===== config.mk =====
export PLATFORM = sky130hd
export DESIGN_NAME = iso_cm_ram
export DESIGN_NICKNAME = d
export VERILOG_FILES = /design/src/iso_contour_marker_top_macros.svh /design/src/iso_cm_ram.sv
export SDC_FILE = /design/constraint.sdc
export NUM_CORES = 1
export LEC_CHECK = 0
export ABC_CLOCK_PERIOD_IN_PS = 3000
export BUFFER_PORTS_ARGS = -buffer_cell sky130_fd_sc_hd__buf_2
export CAP_MARGIN = 20
export CORE_MARGIN = 8
export CORE_UTILIZATION = 38
export DETAILED_ROUTE_END_ITERATION = 6
export MAX_ROUTING_LAYER = met4
export SYNTH_ARGS = -nofsm -noshare
export SYNTH_HDL_FRONTEND = slang
export SYNTH_SLANG_ARGS = --single-unit

===== constraint.sdc =====
create_clock -name clock -period 3 [get_ports clock]
set_input_delay 0.15 -clock clock [delete_from_list [all_inputs] [get_ports clock]]
set_output_delay 0.15 -clock clock [all_outputs]
set_load 0.1 [all_outputs]

===== src/iso_contour_marker_top_macros.svh =====
// assertion macros used by the top module to check its own logic
`ifndef ISO_CONTOUR_MARKER_TOP_MACROS_SVH
`define ISO_CONTOUR_MARKER_TOP_MACROS_SVH

// same-cycle implication, disabled during reset
`define ICM_ASSERT_NOW(label, clk, rst, ante, cons, msg) \
   label: assert property (@(posedge clk) disable iff (rst) (ante) |-> (cons)) \
      else $error(msg);

// next-cycle implication, disabled during reset
`define ICM_ASSERT_NEXT(label, clk, rst, ante, cons, msg) \
   label: assert property (@(posedge clk) disable iff (rst) (ante) |=> (cons)) \
      else $error(msg);

`endif


===== src/iso_cm_ram.sv =====
`timescale 1ns / 1ps
// ----------------------------------------------------------------------------
// iso_cm_ram
// generic simple dual-port ram, one write and one registered read port
// ----------------------------------------------------------------------------
module iso_cm_ram #(
   parameter int WIDTH = 8,
   parameter int DEPTH = 16
) (
   input  logic                     clock,
   input  logic                     wr_en,
   input  logic [$clog2(DEPTH)-1:0] wr_addr,
   input  logic [WIDTH-1:0]         wr_data,
   input  logic [$clog2(DEPTH)-1:0] rd_addr,
   output logic [WIDTH-1:0]         rd_data
);

   logic [WIDTH-1:0] mem_ff [DEPTH];
   logic [WIDTH-1:0] rd_data_ff;

   always_ff @(posedge clock) begin
      if (wr_en) begin
         mem_ff[wr_addr] <= wr_data;
      end
      rd_data_ff <= mem_ff[rd_addr];
   end

   assign rd_data = rd_data_ff;

endmodule


==> results.py <==
metrics = {
    "finish": {
        "seq_area_mm2": 0.004004,
        "final_layout_size_suffix_gt1_share_pct": 29.33,
        "area_growth_pct": 19.59,
        "multi_input_area_mm2": 0.001057,
        "diodes": 0,
        "stdcell_area_mm2": 0.006156,
        "nFillCells": 1093,
        "final_nets": 288,
    },
    "setup_path": {
        "end_kind": "flip-flop",
        "crit_path_max_incr_delay_ns": 0.56,
        "critical_path_class": "in2reg",
        "path_buf_inv": 2,
        "critPathMaxFanout": 19,
        "cp-start-kind": "input port",
        "critPathRequiredTime_ns": 3.30,
        "arrival_ns": 1.77,
        "crit_path_cell_trace": "buf_2, buf_12, mux4_1, a22oi_1, nand2_1",
        "cp_slowest_cell": "mux4_1",
        "path_delay_family": "buffers and inverters",
    },
    "global_routing": {
        "grt_max_degree": 33,
        "grt_overflow": 0,
        "grt_pass1_vias": 2460,
        "grt.total_usage_pct": 12.75,
        "grt_first_pass_wirelength_um": 15460,
        "antenna_found_initial": 0,
    },
    "job": {
        "maxCapViolations": 0,
    },
    "synthesis": {
        "synth_cells": 229,
        "yosysUniqueCellTypes": 19,
        "yosys.area.top_type_share_pct": 74.67,
        "synth_area_leaders": "edfxtp_1, mux4_2, mux4_1",
        "yosys_warnings": 0,
        "synth_top_flop_cell": "edfxtp_1",
        "ys_async_sr_fraction_pct": 0,
        "yosys.area.top_type": "edfxtp_1",
        "avgSynthCellArea_um2": 22.48,
        "synth_most_common_cell": "edfxtp_1",
        "syn-cell-area_mm2": 0.005147,
        "synth_common_cells": "edfxtp_1, mux4_2, a22oi_1, mux4_1, nor2_1",
        "ys_seq_area_share_pct": 77.78,
        "synth_edf_count": 128,
        "ys_ff_latch": 136,
        "syn_nets": 247,
    },
    "sta": {
        "finalClockSkew_ns": 0.005536,
        "min_period_over_period_pct": 49.07,
        "finalHoldViolCount": 0,
        "setup_tns_ns": 0,
        "slew_violations": 0,
        "tightest_slew_ns": 1.044,
        "rsz0062_at_grt": "false",
        "max-slew-margin-rel_pct": 30.16,
        "final-setup-viol-count": 0,
        "hold_ws_ns": 0.1250,
        "fin_crit_ns": 1.472,
        "clock.fmax_mhz": 679.3,
    },
    "clock_tree": {
        "clock_sinks": 136,
        "clockBufferDepth": 2,
        "numCtsBuffers": 17,
        "post_cts_buffers": 0,
        "clk_pin_slew_worst_paths_ns": 0.06,
        "insertion_delay_ns": 0.41,
        "cts-resized-gates": 0,
        "hold_buffers": 0,
        "htreeDepth": 4,
        "cts-root-buf": "clkbuf_16",
        "cts_tree": "done",
    },
    "placement": {
        "port_buffers": 25,
        "placed_cell_area_mm2": 0.005464,
        "gp_congestion": 0.6941,
        "hpwlAfterDp_um": 6437,
    },
    "floorplanning": {
        "fp.dieW_um": 132.4,
        "die-height_um": 132.4,
        "core_mm2": 0.01324,
        "die_area_mm2": 0.01753,
        "rows": 42,
        "io_pins": 26,
        "initial_core_util_pct": 38.87,
    },
    "hold_path": {
        "worstHoldPathType": "in2reg",
    },
    "power": {
        "leakage_nw": 2.068,
        "ir_drop_mv": 0.4075,
        "power_density_mw_per_mm2": 759.2,
    },
    "status": {
        "status": "complete, no violations",
    },
    "route": {
        "first_iter_violations": 147,
        "antenna_left": 0,
        "post_drt_via_cell_ratio": 5.142,
        "dr.pass1.iters": 4,
        "drc": 0,
        "routed_wl_um": 10100,
        "wire_per_inst_um": 22.00,
        "num_vias": 2360,
    },
}
==> worst register-to-register path, cell delays in order, from the launching register on <==
cell and delay, ns:
edfxtp_1 0.35, mux4_1 0.52, a22oi_1 0.22, nand2_1 0.13
==> cell usage in the layout, fill, tap and decap left out, drive strengths merged <==
cell type,count
or3b,1
dfxtp,8
edfxtp,128
clkinv,3
clkbuf,26
clkinvlp,2
and2b,1
nand2,9
nand3b,2
nor3,4
nor2b,1
nand2b,2
and2,1
mux4,32
a22oi,16
nor2,13
nand3,1
bufinv,1
buf,32
==> kinds of logic after synthesis <==
kind of cell           after synthesis  share of synthesized area, %
muxes                               32                         15.02
AOI/OAI and AO/OA                   16                         2.334
and+or+nand+nor                     35                         3.184
buffers and inverters               10                         1.677
DFF                                136                         77.78
==> final timing paths <==
kind                 startpoint  cells past startpoint  slack (ns)      endpoint
setup / recovery     rd_addr[0]                      5        1.53    rd_data[2]
setup reg to reg   mem_ff[9][4]                      3        1.64    rd_data[4]
hold / removal       wr_data[7]                      1        0.12  mem_ff[6][7]
hold reg to reg   mem_ff[14][1]                      3        0.66    rd_data[1]
==> area by class of cell <==
cell class	instances	share of cell area (%)
tap	176	3.577
clock inverter	6	1.037
timing repair buffer	32	3.150
multi-input combinational	83	17.17
clock buffer	26	10.02
sequential	136	65.04
==> where the power goes <==
| part | switching, W | total (W) | internal [W] |
|---|---|---|---|
| clock | 0.000752 | 0.00226 | 0.00151 |
| combinational | 0.000198 | 0.000278 | 0.0000797 |
| sequential | 0.0000131 | 0.00214 | 0.00213 |
| total | 0.000963 | 0.00467 | 0.00371 |
==> sequential cells by signal (all words and copies together), names as in the netlist <==
name	cells
mem_ff	128
rd_data	8
==> stage by stage <==
step                utilization, %  std cells  setup slack [ns]  power [W]
finish                       46.49        459             1.528   0.004674
global route                 46.49        459             1.407   0.004804
CTS                          46.40        458             1.509   0.004708
detailed placement           41.26        426             1.066   0.002462
global placement             41.26        426             1.071   0.002456
floorplan                        -        229             1.357   0.002373
==> metal layers <==
layer,GRT usage [%],part of all wire [%],up-vias
met5,-,0,-
met3,3.925,4.7,20
li1,-,-,1051
met1,16.30,45,1231
met2,18.03,48,58
met4,6.372,2.2,0
No activity file was read; power rests on OpenSTA's default activity.
