--- src/iso_contour_marker_top_macros.svh ---
// assertion macros used by the top module to check its own logic
`ifndef ISO_CONTOUR_MARKER_TOP_MACROS_SVH
`define ISO_CONTOUR_MARKER_TOP_MACROS_SVH

// same-cycle implication, disabled during reset
`define ICM_ASSERT_NOW(label, clk, rst, ante, cons, msg) \
   label: assert property (@(posedge clk) disable iff (rst) (ante) |-> (cons)) \
      else $error(msg);

// next-cycle implication, disabled during reset
`define ICM_ASSERT_NEXT(label, clk, rst, ante, cons, msg) \
   label: assert property (@(posedge clk) disable iff (rst) (ante) |=> (cons)) \
      else $error(msg);

`endif

--- src/iso_cm_pkg.sv ---
`timescale 1ns / 1ps
// ----------------------------------------------------------------------------
// iso_cm_pkg
// shared types and constants of the contour marker
// ----------------------------------------------------------------------------
package iso_cm_pkg;

   localparam int MAX_WIDTH_DEF      = 2048;
   localparam int MAX_HEIGHT_DEF     = 2048;
   localparam int ELEVATION_BITS_DEF = 24;

   localparam int PIXEL_W   = 11;
   localparam int CFG_DIM_W = 12;
   localparam int SPACING_W = 23;
   localparam int MINORS_W  = 8;
   localparam int COLOR_W   = 32;
   localparam int CSR_IDX_W = 3;
   localparam int CSR_DAT_W = 32;

   localparam logic [CFG_DIM_W-1:0] WIDTH_RST   = 12'd256;
   localparam logic [CFG_DIM_W-1:0] HEIGHT_RST  = 12'd256;
   localparam logic [SPACING_W-1:0] SPACING_RST = 23'd25600;
   localparam logic [MINORS_W-1:0]  MINORS_RST  = 8'd5;
   localparam logic [COLOR_W-1:0]   MINOR_RST   = 32'hFF80_8080;
   localparam logic [COLOR_W-1:0]   MAJOR_RST   = 32'hFF00_0000;
   localparam logic [COLOR_W-1:0]   ALPHA_FULL  = 32'hFF00_0000;
   localparam logic [COLOR_W-1:0]   CLEAR_COLOR = 32'h0000_0000;

   typedef enum logic [CSR_IDX_W-1:0] {
      CSR_IMAGE_WIDTH  = 3'd0,
      CSR_IMAGE_HEIGHT = 3'd1,
      CSR_MAJOR_SPACE  = 3'd2,
      CSR_MINORS       = 3'd3,
      CSR_MINOR_COLOR  = 3'd4,
      CSR_MAJOR_COLOR  = 3'd5
   } csr_index_type;

   localparam logic CMD_PUSH  = 1'b0;
   localparam logic CMD_FLUSH = 1'b1;

   typedef enum logic [3:0] {
      S_IDLE,
      S_READ,
      S_MUL,
      S_QSTART,
      S_QWAIT,
      S_RSTART,
      S_RWAIT,
      S_WRITE,
      S_DONE
   } state_type;

   typedef struct packed {
      logic busy;
      logic done;
   } div_status_type;

endpackage

--- src/iso_cm_div.sv ---
`timescale 1ns / 1ps
// ----------------------------------------------------------------------------
// iso_cm_div
// restoring unsigned divider, one quotient bit per cycle
// ----------------------------------------------------------------------------
module iso_cm_div #(
   parameter int NUM_W = 32,
   parameter int DEN_W = 23
) (
   input  logic                           clock,
   input  logic                           reset,
   input  logic                           start,
   input  logic [NUM_W-1:0]               num,
   input  logic [DEN_W-1:0]               den,
   output iso_cm_pkg::div_status_type     status,
   output logic [NUM_W-1:0]               quot,
   output logic [DEN_W-1:0]               rem
);

   localparam int CNT_W = $clog2(NUM_W + 1);

   logic [CNT_W-1:0] cnt_ff, cnt_in;
   logic             done_ff, done_in;
   logic [NUM_W-1:0] quot_ff, quot_in;
   logic [DEN_W-1:0] rem_ff, rem_in;
   logic [DEN_W-1:0] den_ff, den_in;
   logic [DEN_W:0]   trial;
   logic [DEN_W:0]   diff;
   logic             ge;

   always_comb begin
      trial   = {rem_ff, quot_ff[NUM_W-1]};
      diff    = trial - {1'b0, den_ff};
      ge      = (trial >= {1'b0, den_ff});
      cnt_in  = cnt_ff;
      done_in = 1'b0;
      quot_in = quot_ff;
      rem_in  = rem_ff;
      den_in  = den_ff;
      if (start) begin
         cnt_in  = CNT_W'(NUM_W);
         quot_in = num;
         rem_in  = '0;
         den_in  = den;
      end else if (cnt_ff != '0) begin
         quot_in = {quot_ff[NUM_W-2:0], ge};
         rem_in  = ge ? diff[DEN_W-1:0] : trial[DEN_W-1:0];
         cnt_in  = cnt_ff - CNT_W'(1);
         done_in = (cnt_ff == CNT_W'(1));
      end
   end

   always_ff @(posedge clock) begin
      if (reset) begin
         cnt_ff  <= '0;
         done_ff <= 1'b0;
      end else begin
         cnt_ff  <= cnt_in;
         done_ff <= done_in;
      end
   end

   always_ff @(posedge clock) begin
      quot_ff <= quot_in;
      rem_ff  <= rem_in;
      den_ff  <= den_in;
   end

   assign status.busy = (cnt_ff != '0);
   assign status.done = done_ff;
   assign quot        = quot_ff;
   assign rem         = rem_ff;

endmodule
--- config.mk ---
export PLATFORM = sky130hd
export DESIGN_NAME = iso_cm_div
export DESIGN_NICKNAME = d
export VERILOG_FILES = /design/src/iso_contour_marker_top_macros.svh /design/src/iso_cm_pkg.sv /design/src/iso_cm_div.sv
export SDC_FILE = /design/constraint.sdc
export NUM_CORES = 1
export LEC_CHECK = 0
export CAP_MARGIN = 5
export CORE_MARGIN = 4
export CORE_UTILIZATION = 50
export CTS_BUF_LIST = sky130_fd_sc_hd__clkbuf_2 sky130_fd_sc_hd__clkbuf_4 sky130_fd_sc_hd__clkbuf_8
export CTS_CLUSTER_SIZE = 28
export DETAILED_ROUTE_END_ITERATION = 16
export DONT_BUFFER_PORTS = 1
export PLACE_DENSITY = 0.68
export SLEW_MARGIN = 10
export SYNTH_ARGS = -nofsm -noshare
export SYNTH_HDL_FRONTEND = slang
export SYNTH_SLANG_ARGS = --single-unit
export TNS_END_PERCENT = 100
--- constraint.sdc ---
create_clock -name clock -period 2.4 [get_ports clock]
set_input_delay 0.24 -clock clock [delete_from_list [all_inputs] [get_ports clock]]
set_output_delay 0.24 -clock clock [all_outputs]
set_load 0.01 [all_outputs]
==> run_results.csv, run 1 <==
group,metric,value,unit
place,hpwl,8.83,mm
outcome,status,"complete, but fails checks",
clocking,htree_levels,3,
critical_path,worstPathRequired,2.68,ns
critical_path,critPathMaxFanout,7,
global_routing,grtUsageTotal,0.227,
final_layout,layout_commonest_cell,"buf_4",
final_layout,multiInputGateArea,2730,um^2
final_layout,num-fill-cells,699,
clocking,cts.sinks,85,
final_layout,final_cell_mix,"buf_4 (101), edfxtp_1 (55), nor2_1 (39)",
final_layout,final-seq-area,2250,um^2
clocking,clk_latency,0.37,ns
timing,tightest_slew,0.548,ns
min_path,min_from,"num[0]",
timing,fin_skew,0.0122,ns
timing,period_share,1.09,
route,vias,4105,
place,gp_congestion,0.857,
critical_path,crit_type,"reg2reg",
critical_path,crit_path_end_kind,"register",
timing,hold_slack,0.0746,ns
critical_path,crit_chain,"ha_2 > fa_2 > and2b_1 > o2111a_1 > o21a_4 > o31a_4 > nor2_4 > buf_6 > or4_1 > a311oi_2",
timing,slew_headroom,0.630,
timing,drv_slew,0,
timing,rsz0062_at_grt,"true",
synth,synthDistinctLibCells,74,
synth,synth_area,4920,um^2
critical_path,slowest_delay,0.42,ns
power,p_leak,2.78,nW
timing,finalWorstSetupSlack,-0.223,ns
synth,syn_area_per_cell,10.7,um^2
synth,syn-num-nets,547,
synth,synth_cells,462,
final_layout,n_antenna_cell,0,
power,p_per_area,1140,nW/um^2
route,first_pass_iters,6,
final_layout,nNetsFinal,679,
route,drcViolationCount,0,
route,routed_wl,13.1,mm
flow_run,max_cap_viol_count,0,
timing,setup_viol,24,
global_routing,grt_pass1_wl,20.7,mm
route,drtIter0Drc,184,
floorplan,num_io_pins,115,
min_path,hold_class,"in2reg",
final_layout,layout-drive-gt1-share,0.372,
critical_path,r2r_start,"den_ff[0]$_DFFE_PP_",
critical_path,cp-startpoint,"den_ff[0]$_DFFE_PP_",
synth,synth_edf_count,55,
synth,synthArstFlopShare,0,
floorplan,design.die.area,11500,um^2
power,ir_worst_vdd,0.727,mV
route,antenna_left,0,
route,wl_per_cell,17.9,um
timing,post-route-min-period,2.62,ns
clocking,cts_made_buffers,9,
synth,synthFlopType,"edfxtp_1",
clocking,clockBufferDepth,2,
floorplan,die_height,107,um
critical_path,worstPathArrival,2.90,ns
global_routing,grt_max_degree,45,
global_routing,antenna_found_initial,0,
synth,ys_seq_area_frac,0.457,
final_layout,layout-area-overhead-vs-synth,34.4,%
floorplan,core_region_area,9420,um^2
timing,hold_viol,0,
floorplan,rows,35,
critical_path,crit_slowest_cell,"or4_1",
synth,ys_ff_latch,85,
clocking,ctsRootBufferMaster,"clkbuf_8",
route,vias_per_cell,5.64,
clocking,path_clk_slew,0.08,ns
clocking,cts_tree,"yes",
floorplan,dieWidth,107,um
place,io_buffer_count,0,
timing,max_freq,0.381,GHz
global_routing,grt_pass1_vias,4257,
critical_path,critPathLaunchType,"register",
floorplan,start_util,0.523,
outcome,violations,"setup timing",
power,total_power,7.57,mW
synth,yosysWarningCount,0,
global_routing,grt_overflow,0,
-- registers in the layout (all words and copies together), names as in the netlist --
name,cells
rem,23
quot,32
cnt_ff,6
done_ff,1
den_ff,23
-- cells in the mapped netlist, drive strengths merged (5+ instances only) --
master | count | share of area
a211oi | 7 | 0.011
a21boi | 6 | 0.0091
a21o | 11 | 0.017
a21oi | 16 | 0.018
a311oi | 15 | 0.036
and3 | 7 | 0.0099
buf | 13 | 0.018
clkbuf | 8 | 0.0061
dfxtp | 30 | 0.12
edfxtp | 55 | 0.34
ha | 26 | 0.066
inv | 28 | 0.021
mux2 | 31 | 0.071
nand2 | 43 | 0.033
nand3 | 8 | 0.0081
nor2 | 40 | 0.032
nor3 | 14 | 0.015
o21a | 6 | 0.011
o21ai | 13 | 0.013
o31ai | 7 | 0.013
or2 | 5 | 0.0064
or3 | 7 | 0.0092
xnor2 | 8 | 0.014
-- path summary, 6_finish.rpt --
check / endpoint / slack, ns / cells after the start
worst max-delay path: rem[13]$_SDFFE_PP0P_ / -0.22 / 10
worst min-delay path: quot[0]$_DFFE_PP_ / 0.07 / 2
worst max register to register: rem[13]$_SDFFE_PP0P_ / -0.22 / 10
worst min register to register: cnt_ff[4]$_SDFFE_PP0P_ / 0.56 / 2
-- repair_timing --
item,CTS,global route
cloned,1,0
resized for setup,21,44
pin swaps,6,25
endpoints found under the setup margin,24,24
hold buffers,26,0
setup buffers,5,10
hold endpoints to repair,68,0
-- through the flow --
| step | setup slack, ns | cell area (um^2) | instances | util | setup TNS, ns |
|---|---|---|---|---|---|
| 2_1_floorplan | -0.102 | 4950 | 462 | - | -0.895 |
| 3_3_place_gp | -0.268 | 5730 | 670 | 0.609 | -4.99 |
| 3_5_place_dp | -0.364 | 5730 | 670 | 0.609 | -7.23 |
| 4_1_cts | -0.212 | 6320 | 718 | 0.671 | -3.99 |
| 5_1_grt | -0.333 | 6620 | 728 | 0.703 | -6.35 |
| 6_report | -0.223 | 6620 | 728 | 0.703 | -3.49 |
-- cell type report --
cell class | count | area share
multi-input combinational | 329 | 0.412
sequential | 85 | 0.340
timing repair buffer | 141 | 0.180
tap | 129 | 0.0244
clock buffer | 10 | 0.0199
inverter | 28 | 0.0159
clock inverter | 6 | 0.00700
-- power by group --
part,switching [mW],leakage [nW],internal (mW)
combinational,2.17,1.89,1.98
sequential,0.398,0.803,2.08
clock,0.550,0.0867,0.395
-- cell families (layout without fill, tap and decap cells) --
family                     Yosys count  count (layout)  share of synthesized area
muxes                               33              33                     0.0750
and+or+nand+nor                    143             144                      0.141
xor gates and xnor gates            11              11                     0.0196
DFF                                 85              85                      0.457
AOI/OAI and AO/OA                  114             114                      0.192
adders and majority gates           27              27                     0.0701
buffers and inverters               49             185                     0.0452
-- metal layers --
layer / global-route usage / wire length [um] / up-vias
met5: 0 / 0 / -
met4: 0.0785 / 180 / 0
met3: 0.0741 / 943 / 13
met2: 0.369 / 6520 / 134
met1: 0.284 / 5420 / 1959
li1: - / - / 1999
-- worst max-delay path, delay by kind of cell (launching register included) --
| kind | cells | cell delay [ns] |
|---|---|---|
| AOI/OAI and AO/OA | 4 | 0.75 |
| and+or+nand+nor | 3 | 0.70 |
| buffers and inverters | 1 | 0.16 |
| adders and majority gates | 2 | 0.55 |
| DFF | 1 | 0.38 |
No activity file was read; power rests on OpenSTA's default activity.
==> run 2, diff against run 1 <==
--- a/config.mk
+++ b/config.mk
@@ -6,13 +6,14 @@
 export NUM_CORES = 1
 export LEC_CHECK = 0
 export CAP_MARGIN = 5
-export CORE_MARGIN = 4
+export CORE_MARGIN = 2
 export CORE_UTILIZATION = 50
 export CTS_BUF_LIST = sky130_fd_sc_hd__clkbuf_2 sky130_fd_sc_hd__clkbuf_4 sky130_fd_sc_hd__clkbuf_8
 export CTS_CLUSTER_SIZE = 28
 export DETAILED_ROUTE_END_ITERATION = 16
 export DONT_BUFFER_PORTS = 1
 export PLACE_DENSITY = 0.68
+export RECOVER_POWER = 50
 export SLEW_MARGIN = 10
 export SYNTH_ARGS = -nofsm -noshare
 export SYNTH_HDL_FRONTEND = slang
==> constraint.sdc (replaced) <==
create_clock -name clock -period 2.4 [get_ports clock]
set_input_delay 0.24 -clock clock [delete_from_list [all_inputs] [get_ports clock]]
set_output_delay 0.24 -clock clock [all_outputs]
set_load 0.05 [all_outputs]
==> run 2 against run 1 <==
  * The flow still finishes with violations (setup timing)
  * Core utilization decreased by 3.6 points
  * Combinational power grew 6.7%
  * Flip-flop and latch count unchanged
  * Non-clock buffer count fell by 5
  * Via count decreased by 0.58%
  * Sequential share of layout area up 0.88 points
  * Clock-buffer cell count unchanged
  * Cell area down 2.4%
  * First-iteration DRC count grew 24%
  * Wire length decreased by 3.5%
  * Critical path type unchanged
==> run_results.csv, run 2 (same netlist as run 1, synthesis figures left out) <==
group,metric,value,unit
final_layout,layout-drive-gt1-share,0.346,
timing,finalWorstSetupSlack,-0.302,ns
clocking,path_clk_slew,0.09,ns
critical_path,crit_type,"reg2reg",
clocking,cts.sinks,85,
route,routed_wl,12.6,mm
power,p_leak,2.69,nW
power,p_per_area,1320,nW/um^2
critical_path,critPathMaxFanout,3,
min_path,hold_class,"in2reg",
critical_path,crit_path_end_kind,"register",
critical_path,reg2reg_slack,-0.30,ns
critical_path,rr_worst_depth,10,
min_path,hold_end,"quot[20]$_DFFE_PP_",
route,wl_per_cell,17.4,um
final_layout,largest_register_ffs,32,
global_routing,grt_max_degree,45,
critical_path,timing.rr.end,"rem[13]$_SDFFE_PP0P_",
floorplan,core_region_area,9680,um^2
power,p_sw,4.12,mW
route,drcViolationCount,0,
place,hpwl,9.01,mm
min_path,min_from,"num[20]",
floorplan,die_height,103,um
final_layout,layout_commonest_cell,"buf_4",
clocking,ctsRootBufferMaster,"clkbuf_8",
timing,max_freq,0.370,GHz
global_routing,grt_pass1_wl,19.9,mm
route,vias,4081,
timing,drv_slew,0,
floorplan,rows,36,
timing,tightest_slew,0.782,ns
critical_path,critPathLaunchType,"register",
timing,period_share,1.13,
critical_path,crit_chain,"ha_4 > fa_2 > and2b_2 > o2111a_1 > o21a_4 > o31a_4 > nor2_4 > buf_6 > or4_4 > a311oi_2",
outcome,status,"complete, but fails checks",
flow_run,max_cap_viol_count,0,
route,vias_per_cell,5.62,
power,total_power,8.55,mW
floorplan,dieWidth,103,um
power,p_int,4.43,mW
timing,slew_headroom,0.479,
timing,rsz0062_at_grt,"true",
route,first_pass_iters,5,
clocking,clk_latency,0.36,ns
min_path,whs_path_depth,1,
timing,fin_skew,0.00718,ns
outcome,violations,"setup timing",
floorplan,design.die.area,10700,um^2
clocking,cts_made_buffers,9,
place,io_buffer_count,0,
global_routing,grtUsageTotal,0.245,
route,drtIter0Drc,229,
critical_path,worstPathRequired,2.67,ns
route,antenna_left,0,
final_layout,layout-area-overhead-vs-synth,31.2,%
place,gp_congestion,0.896,
timing,post-route-min-period,2.70,ns
timing,setup_viol,24,
power,ir_worst_vdd,0.775,mV
clocking,clockBufferDepth,2,
floorplan,num_io_pins,115,
final_layout,final_cell_mix,"buf_4 (84), edfxtp_1 (55), nor2_1 (39)",
clocking,htree_levels,3,
power,power_frac_clock,0.121,
power,switching_share,0.482,
floorplan,start_util,0.508,
critical_path,r2r_start,"den_ff[0]$_DFFE_PP_",
critical_path,worstPathArrival,2.98,ns
global_routing,grt_pass1_vias,4161,
place,post-place-ws,-0.258,ns
critical_path,crit_slowest_cell,"edfxtp_1",
power,p_seq_frac,0.361,
global_routing,grt_overflow,0,
global_routing,antenna_found_initial,0,
clocking,cts_tree,"yes",
final_layout,n_antenna_cell,0,
timing,hold_viol,0,
final_layout,nNetsFinal,673,
power,comb_power_share,0.518,
critical_path,slowest_delay,0.42,ns
## run 2: area by class of cell
cell class                 instances  area [um^2]
fill                             792         3220
multi-input combinational        328         2650
sequential                        85         2260
timing repair buffer             136         1080
tap                              133          166
clock buffer                      10          131
inverter                          28          105
clock inverter                     6         72.6
## run 2: repair_timing
| item | 4_1_cts | 5_1_grt |
|---|---|---|
| hold buffers | 26 | 0 |
| pin swaps | 17 | 14 |
| gates resized for setup | 26 | 23 |
| hold endpoints to repair | 68 | 0 |
| gates cloned | 1 | 0 |
| buffers inserted | 3 | 5 |
| setup endpoints to repair | 24 | 24 |
## run 2: worst max path at each step
stage / startpoint / slack [ns] / end
CTS: den_ff[0]$_DFFE_PP_ / -0.24 / rem[13]$_SDFFE_PP0P_
global placement: den_ff[0]$_DFFE_PP_ / -0.20 / rem[13]$_SDFFE_PP0P_
global route: quot[31]$_DFFE_PP_ / -0.40 / rem[14]$_SDFFE_PP0P_
floorplan: quot[31]$_DFFE_PP_ / -0.36 / rem[13]$_SDFFE_PP0P_
detailed placement: den_ff[0]$_DFFE_PP_ / -0.26 / rem[13]$_SDFFE_PP0P_
finish: den_ff[0]$_DFFE_PP_ / -0.30 / rem[13]$_SDFFE_PP0P_
## run 2: power by group through the flow
| stage | clock network [mW] | logic (mW) | registers, mW |
|---|---|---|---|
| 2_1_floorplan | 0 | 2.23 | 3.63 |
| 3_3_place_gp | 0 | 4.02 | 3.11 |
| 3_5_place_dp | 0 | 4.09 | 3.12 |
| 4_1_cts | 1.06 | 4.33 | 3.10 |
| 5_1_grt | 1.12 | 4.81 | 3.15 |
| 6_report | 1.03 | 4.43 | 3.09 |
## run 2: layer usage
layer,vias up,global-route usage,wire (um)
met5,-,0,0
met4,0,0.0729,132
met3,14,0.0739,1100
met2,159,0.423,6260
met1,1917,0.297,5120
li1,1991,-,-
## run 2: through the flow
step                      utilization  cell area [um^2]  setup TNS [ns]  hold slack (ns)  std cells
after floorplan                     -              4960           -6.68            0.312        462
after global placement          0.596              5770           -2.14            0.309        675
after detailed placement        0.596              5770           -3.41            0.314        675
after CTS                       0.660              6390           -4.06           0.0723        721
after global routing            0.667              6460           -8.09           0.0763        726
final                           0.667              6460           -5.41           0.0938        726
## run 2: critical path, delay by kind of cell (launching register included)
family,cells,cell delay [ns]
buffers and inverters,1,0.14
adder cells (fa/ha/maj),2,0.55
AND/OR/NAND/NOR,3,0.70
flip-flops,1,0.42
AO/OA/AOI/OAI,4,0.79
